[src/rtl/core/pctp_pkg.sv]
`default_nettype none
package pctp_pkg;

    localparam int MAX_INTERVALS = 16;
    localparam int IDX_W         = $clog2(MAX_INTERVALS);
    localparam int CNT_W         = 5;
    localparam int CFG_IDX_W     = 4;
    localparam int CFG_DATA_W    = 16;
    localparam int TOL_W         = 16;

    localparam logic [CFG_IDX_W-1:0] REG_INTERVAL_COUNT = 4'd0;
    localparam logic [CFG_IDX_W-1:0] REG_ROW_SUM_TOL    = 4'd1;

    localparam logic ACT_LOAD  = 1'b0;
    localparam logic ACT_QUERY = 1'b1;

    localparam logic [1:0] STATUS_OK           = 2'd0;
    localparam logic [1:0] STATUS_B_BEFORE_A   = 2'd1;
    localparam logic [1:0] STATUS_NO_OVERLAP   = 2'd2;
    localparam logic [1:0] STATUS_BAD_GENERATOR = 2'd3;

    localparam logic [4:0]  SERIES_TERMS = 5'd20;
    localparam logic [31:0] EXP_M1_Q32   = 32'd1580030169;

    typedef struct packed {
        logic               action;
        logic [3:0]         entry_index;
        logic signed [31:0] interval_start;
        logic signed [31:0] interval_end;
        logic signed [31:0] rate_00;
        logic signed [31:0] rate_01;
        logic signed [31:0] rate_10;
        logic signed [31:0] rate_11;
        logic signed [31:0] query_a;
        logic signed [31:0] query_b;
    } in_beat_t;

    typedef struct packed {
        logic [1:0]         status;
        logic signed [31:0] prob_00;
        logic signed [31:0] prob_01;
        logic signed [31:0] prob_10;
        logic signed [31:0] prob_11;
    } out_beat_t;

    typedef enum logic [4:0] {
        OP_NONE,
        OP_LOAD,
        OP_START,
        OP_FETCH,
        OP_EVAL,
        OP_NEXT,
        OP_MUL_LK,
        OP_EXP_BIG,
        OP_SERIES_INIT,
        OP_MUL_TF,
        OP_DIV_T,
        OP_SERIES_ACC,
        OP_SERIES_END,
        OP_MUL_EE,
        OP_EXP_STEP,
        OP_OME,
        OP_MUL_FAC,
        OP_DIV_F,
        OP_FAC_STORE,
        OP_DOT_A,
        OP_DOT_B,
        OP_DOT_END,
        OP_COMMIT,
        OP_RESULT
    } dp_op_t;

    typedef struct packed {
        dp_op_t     op;
        logic [1:0] code;
        logic       zero_prob;
    } cmd_t;

    typedef struct packed {
        logic b_lt_a;
        logic a_eq_b;
        logic walk_done;
        logic hit;
        logic ovl;
        logic inv;
        logic lam_zero;
        logic big;
        logic div_done;
        logic series_last;
        logic ip_zero;
        logic fac_last;
        logic dot_last;
    } stat_t;

endpackage
`default_nettype wire

[src/rtl/core/pctp_ctrl.sv]
`default_nettype none
module pctp_ctrl (
    input  wire logic             aclk,
    input  wire logic             aresetn,
    input  wire logic             s_valid,
    input  wire logic             s_action,
    output logic                  s_ready,
    output logic                  m_valid,
    input  wire logic             m_ready,
    input  wire pctp_pkg::stat_t  stat,
    output pctp_pkg::cmd_t        cmd
);

    typedef enum logic [4:0] {
        S_IDLE,
        S_CHECK,
        W_TEST,
        W_EVAL,
        W_DEC,
        X_INIT,
        S_MUL,
        S_DIV,
        S_WAIT,
        S_END,
        E_TEST,
        E_STEP,
        F_MUL,
        F_DIV,
        F_WAIT,
        M_A,
        M_B,
        M_END,
        M_COMMIT,
        S_OUT
    } state_t;

    state_t     state_reg, state_next;
    logic       m_valid_reg, m_valid_next;
    logic [1:0] code_reg, code_next;
    logic       zero_reg, zero_next;

    always_comb begin
        state_next   = state_reg;
        m_valid_next = m_valid_reg;
        code_next    = code_reg;
        zero_next    = zero_reg;
        cmd.op       = pctp_pkg::OP_NONE;
        cmd.code     = code_reg;
        cmd.zero_prob = zero_reg;
        s_ready      = (state_reg == S_IDLE);
        if (m_valid_reg && m_ready) m_valid_next = 1'b0;

        case (state_reg)
            S_IDLE: begin
                if (s_valid) begin
                    if (s_action == pctp_pkg::ACT_LOAD) begin
                        cmd.op     = pctp_pkg::OP_LOAD;
                        code_next  = pctp_pkg::STATUS_OK;
                        zero_next  = 1'b1;
                        state_next = S_OUT;
                    end else begin
                        cmd.op     = pctp_pkg::OP_START;
                        state_next = S_CHECK;
                    end
                end
            end
            S_CHECK: begin
                if (stat.b_lt_a) begin
                    code_next  = pctp_pkg::STATUS_B_BEFORE_A;
                    zero_next  = 1'b1;
                    state_next = S_OUT;
                end else if (stat.a_eq_b) begin
                    code_next  = pctp_pkg::STATUS_OK;
                    zero_next  = 1'b0;
                    state_next = S_OUT;
                end else begin
                    state_next = W_TEST;
                end
            end
            W_TEST: begin
                if (stat.walk_done) begin
                    code_next  = stat.hit ? pctp_pkg::STATUS_OK : pctp_pkg::STATUS_NO_OVERLAP;
                    zero_next  = !stat.hit;
                    state_next = S_OUT;
                end else begin
                    cmd.op     = pctp_pkg::OP_FETCH;
                    state_next = W_EVAL;
                end
            end
            W_EVAL: begin
                cmd.op     = pctp_pkg::OP_EVAL;
                state_next = W_DEC;
            end
            W_DEC: begin
                if (!stat.ovl) begin
                    cmd.op     = pctp_pkg::OP_NEXT;
                    state_next = W_TEST;
                end else if (stat.inv) begin
                    code_next  = pctp_pkg::STATUS_BAD_GENERATOR;
                    zero_next  = 1'b1;
                    state_next = S_OUT;
                end else if (stat.lam_zero) begin
                    state_next = F_MUL;
                end else begin
                    cmd.op     = pctp_pkg::OP_MUL_LK;
                    state_next = X_INIT;
                end
            end
            X_INIT: begin
                // A large exponent makes the decay term vanish.
                if (stat.big) begin
                    cmd.op     = pctp_pkg::OP_EXP_BIG;
                    state_next = F_MUL;
                end else begin
                    cmd.op     = pctp_pkg::OP_SERIES_INIT;
                    state_next = S_MUL;
                end
            end
            S_MUL: begin
                cmd.op     = pctp_pkg::OP_MUL_TF;
                state_next = S_DIV;
            end
            S_DIV: begin
                cmd.op     = pctp_pkg::OP_DIV_T;
                state_next = S_WAIT;
            end
            S_WAIT: begin
                if (stat.div_done) begin
                    cmd.op     = pctp_pkg::OP_SERIES_ACC;
                    state_next = stat.series_last ? S_END : S_MUL;
                end
            end
            S_END: begin
                cmd.op     = pctp_pkg::OP_SERIES_END;
                state_next = E_TEST;
            end
            E_TEST: begin
                if (stat.ip_zero) begin
                    cmd.op     = pctp_pkg::OP_OME;
                    state_next = F_MUL;
                end else begin
                    cmd.op     = pctp_pkg::OP_MUL_EE;
                    state_next = E_STEP;
                end
            end
            E_STEP: begin
                cmd.op     = pctp_pkg::OP_EXP_STEP;
                state_next = E_TEST;
            end
            F_MUL: begin
                cmd.op     = pctp_pkg::OP_MUL_FAC;
                state_next = F_DIV;
            end
            F_DIV: begin
                if (stat.lam_zero) begin
                    cmd.op     = pctp_pkg::OP_FAC_STORE;
                    state_next = stat.fac_last ? M_A : F_MUL;
                end else begin
                    cmd.op     = pctp_pkg::OP_DIV_F;
                    state_next = F_WAIT;
                end
            end
            F_WAIT: begin
                if (stat.div_done) begin
                    cmd.op     = pctp_pkg::OP_FAC_STORE;
                    state_next = stat.fac_last ? M_A : F_MUL;
                end
            end
            M_A: begin
                cmd.op     = pctp_pkg::OP_DOT_A;
                state_next = M_B;
            end
            M_B: begin
                cmd.op     = pctp_pkg::OP_DOT_B;
                state_next = M_END;
            end
            M_END: begin
                cmd.op     = pctp_pkg::OP_DOT_END;
                state_next = stat.dot_last ? M_COMMIT : M_A;
            end
            M_COMMIT: begin
                cmd.op     = pctp_pkg::OP_COMMIT;
                state_next = W_TEST;
            end
            S_OUT: begin
                if (!m_valid_reg || m_ready) begin
                    cmd.op       = pctp_pkg::OP_RESULT;
                    m_valid_next = 1'b1;
                    state_next   = S_IDLE;
                end
            end
            default: state_next = S_IDLE;
        endcase
    end

    always_ff @(posedge aclk) begin
        if (!aresetn) begin
            state_reg   <= S_IDLE;
            m_valid_reg <= 1'b0;
            code_reg    <= pctp_pkg::STATUS_OK;
            zero_reg    <= 1'b1;
        end else begin
            state_reg   <= state_next;
            m_valid_reg <= m_valid_next;
            code_reg    <= code_next;
            zero_reg    <= zero_next;
        end
    end

    assign m_valid = m_valid_reg;

endmodule
`default_nettype wire

[config.mk]
export PLATFORM = sky130hd
export DESIGN_NAME = pctp_ctrl
export DESIGN_NICKNAME = d
export VERILOG_FILES = /design/src/rtl/core/pctp_pkg.sv /design/src/rtl/core/pctp_ctrl.sv
export SDC_FILE = /design/constraint.sdc
export NUM_CORES = 1
export LEC_CHECK = 0
export BUFFER_PORTS_ARGS = -buffer_cell sky130_fd_sc_hd__buf_2
export CAP_MARGIN = 40
export CORE_ASPECT_RATIO = 1.25
export CORE_MARGIN = 2
export CORE_UTILIZATION = 23
export DETAILED_ROUTE_END_ITERATION = 6
export HOLD_SLACK_MARGIN = 0.05
export PLACE_DENSITY_LB_ADDON = 0.05
export SKIP_LAST_GASP = 1
export SYNTH_ARGS = -nofsm -noshare
export SYNTH_HDL_FRONTEND = slang
export SYNTH_SLANG_ARGS = --single-unit
[constraint.sdc]
create_clock -name aclk -period 1.9 [get_ports aclk]
set_clock_uncertainty 0.05 [all_clocks]
set_input_delay 0.285 -clock aclk [delete_from_list [all_inputs] [get_ports aclk]]
set_output_delay 0.285 -clock aclk [all_outputs]
set_load 0.01 [all_outputs]
==> out/qor.yml <==
outcome:
  status: "finished, violations left"
  violations: "negative setup slack"
sta:
  hold_ws_ns: 0.252
  max_freq_ghz: 0.477
  relSlewSlack_pct: 70.3
  worst_slack_ns: -0.198
  min_period_over_period_pct: 110
  setup_viol: 4
  fin_crit_ns: 2.10
  rsz0062_at_grt: "true"
  slew_violations: 0
  worst_slew_pin_slew_ns: 0.442
  fin_setup_tns_ns: -0.483
  finalHoldViolCount: 0
floorplan:
  die_height_um: 85.7
  rows: 29
  dieWidth_um: 69.4
  core_um2: 5120
  die_area_um2: 5950
  ioPinCount: 28
  start_util_pct: 24.0
worst_setup_path:
  max_stage_delay_ns: 0.41
  path_cells: "buf_4 > nand2_1 > or2_2 > a21oi_1 > or3_1 > buf_2"
  cp_data_required_time_ns: 1.56
  cp_max_fo: 17
  cp-start-kind: "register"
  crit_slowest_cell: "dfxtp_4"
  r2r_cells: 9
  worstSetupPathType: "register to primary output"
  worst_ep_arrival_time_ns: 1.76
  cp-end-kind: "primary output"
synthesis:
  synth_area_um2: 1230
  synth_seq_cells: 9
  seq_area_frac_synth_pct: 14.7
  ys_warn_count: 0
  ys_types: 50
  synthXorXnorAreaFrac_pct: 0
  synth_fa_ha_area_share_pct: 0
  synth-compound-area-share_pct: 35.0
  synthMuxAreaShare_pct: 2.44
  synth_nets: 208
  synth_top_family_by_area: "simple AND/OR/NAND/NOR gates"
  avgSynthCellArea_um2: 6.47
  synthCells: 190
  synth-simple-area-share_pct: 38.8
layout:
  n_antenna_cell: 0
  syn2layout_area_growth_pct: 62.2
  mostFrequentLayoutCells: "buf_4, buf_2, nand2_1"
  final_common_cell: "buf_4"
  fill_cells: 564
  drive_above_1_share_pct: 44.7
  num-nets-final: 281
  fin_util_pct: 39.0
  largest_reg_flops: 5
grt:
  grt_antenna_before_repair: 0
  overflow: 0
  grt_first_pass_wirelength_mm: 9.02
  grt_pass1_vias: 1713
  grt_start_max_net_pins: 18
  grt_usage_pct: 19.4
route:
  ant_nets: 0
  wl_per_cell_um: 17.5
  drt-initial-drc-count: 144
  vias: 1718
  post_drt_via_cell_ratio: 5.30
  drc_errors: 0
  wl_mm: 5.68
  first_pass_iters: 4
placement:
  io_buffers: 27
  gp_congestion: 0.900
  dpl.hpwl_mm: 4.54
min_path:
  hold_path_class: "input pin to register"
  min_path_cells: 2
cts:
  cts_made_buffers: 3
  cts_hold_buffers: 0
  clkTransAtPathRegs_ns: 0.05
  cts_root_buffer: "clkbuf_8"
  htree_num_levels: 1
  tritoncts: "yes"
  clk_latency_ns: 0.23
  clock_sinks: 9
  cts.path.max_buffers: 2
pwr:
  peakVddDrop_mv: 0.604
  power.leakage_nw: 0.866
  p_per_area_nw_per_um2: 1460
job:
  cap_violations: 0
## path summary, 6_finish.rpt
| path | start | endpoint | slack [ns] |
|---|---|---|---|
| max | state_reg[3]$_SDFFE_PN0P_ | cmd[4] | -0.20 |
| min | aresetn | zero_reg$_SDFFE_PN1P_ | 0.25 |
| max reg2reg | state_reg[2]$_SDFFE_PN0P_ | state_reg[0]$_SDFFE_PN0P_ | 0.03 |
| min reg2reg | code_reg[0]$_SDFFE_PN0P_ | code_reg[0]$_SDFFE_PN0P_ | 0.41 |
## power breakdown
part	internal, mW	switching, mW
logic	1.17	1.15
clock network	0.146	0.0778
registers	0.268	0.111
total	1.58	1.34
## cells in the mapped netlist, drive strengths merged
master,count,share of area [%]
a2111oi,1,0.71
o211ai,2,1.6
nand4b,1,0.71
or3b,2,1.4
a31o,1,0.71
a221oi,3,2.6
o21ai,20,8.1
dfxtp,9,15
nand4,1,0.51
a2bb2oi,1,0.71
a21o,2,1.2
o22ai,2,1.0
and3b,2,1.4
o311ai,3,2.1
nand3b,2,1.2
o21a,2,1.2
nand2,23,7.0
and2,2,1.0
buf,12,6.0
nor3b,2,1.2
a31oi,4,2.0
inv,5,1.5
o2bb2ai,2,1.4
a21oi,15,6.1
nor2b,9,4.6
or3,3,1.9
clkbuf,5,1.5
nor4,1,1.0
o31ai,1,0.61
nand3,7,2.9
nor2,17,5.2
a311oi,2,1.4
a211oi,2,1.2
mux2i,3,2.4
nand2b,5,2.5
and3,1,0.51
and4,1,0.71
o21bai,1,0.61
a311o,1,0.81
a21boi,1,0.61
nor3,9,3.7
nor4b,1,0.71
or2,1,0.51
## area by class of cell
| type | instances | area (um2) | share of cell area [%] |
|---|---|---|---|
| Clock buffer | 4 | 45.0 | 2.26 |
| Inverter | 5 | 18.8 | 0.942 |
| Multi-Input combinational cell | 159 | 1050 | 52.9 |
| Sequential cell | 9 | 199 | 9.98 |
| Tap cell | 62 | 77.6 | 3.89 |
| Timing Repair Buffer | 85 | 598 | 30.0 |
## repair_timing
action / in CTS / in global routing
resized for setup: 30 / 16
pin swaps: 7 / 7
setup endpoints to repair: 10 / 10
buffers inserted: 5 / 4
## layer usage
metal	vias up	track usage, %	part of all wire, %
li1	838	-	-
met1	811	23.4	42
met2	57	34.7	51
met3	12	2.35	4.6
met4	0	8.02	2.5
met5	-	0	0
## kinds of logic (layout without fill, tap and decap cells)
| group | after synthesis | count (layout) |
|---|---|---|
| buf+inv | 22 | 94 |
| flops | 9 | 9 |
| simple gates | 90 | 90 |
| mux | 3 | 3 |
| compound gates | 66 | 66 |
## through the flow
step / power [mW] / std cells / setup slack, ns / area [um2]
2_1_floorplan: 1.41 / 190 / 0.0609 / 1230
3_3_place_gp: 2.36 / 312 / -0.257 / 1720
3_5_place_dp: 2.34 / 312 / -0.262 / 1720
4_1_cts: 2.78 / 320 / -0.161 / 1900
5_1_grt: 3.15 / 324 / -0.244 / 1990
6_report: 2.92 / 324 / -0.198 / 1990
## worst max-delay path: cells and delay by family, from the launching register on
kind / cells / cell delay [ns]
and+or+nand+nor: 3 / 0.54
DFF: 1 / 0.41
buffers and inverters: 2 / 0.38
AOI/OAI and AO/OA: 1 / 0.20
Power figures use the tool's default switching activity.
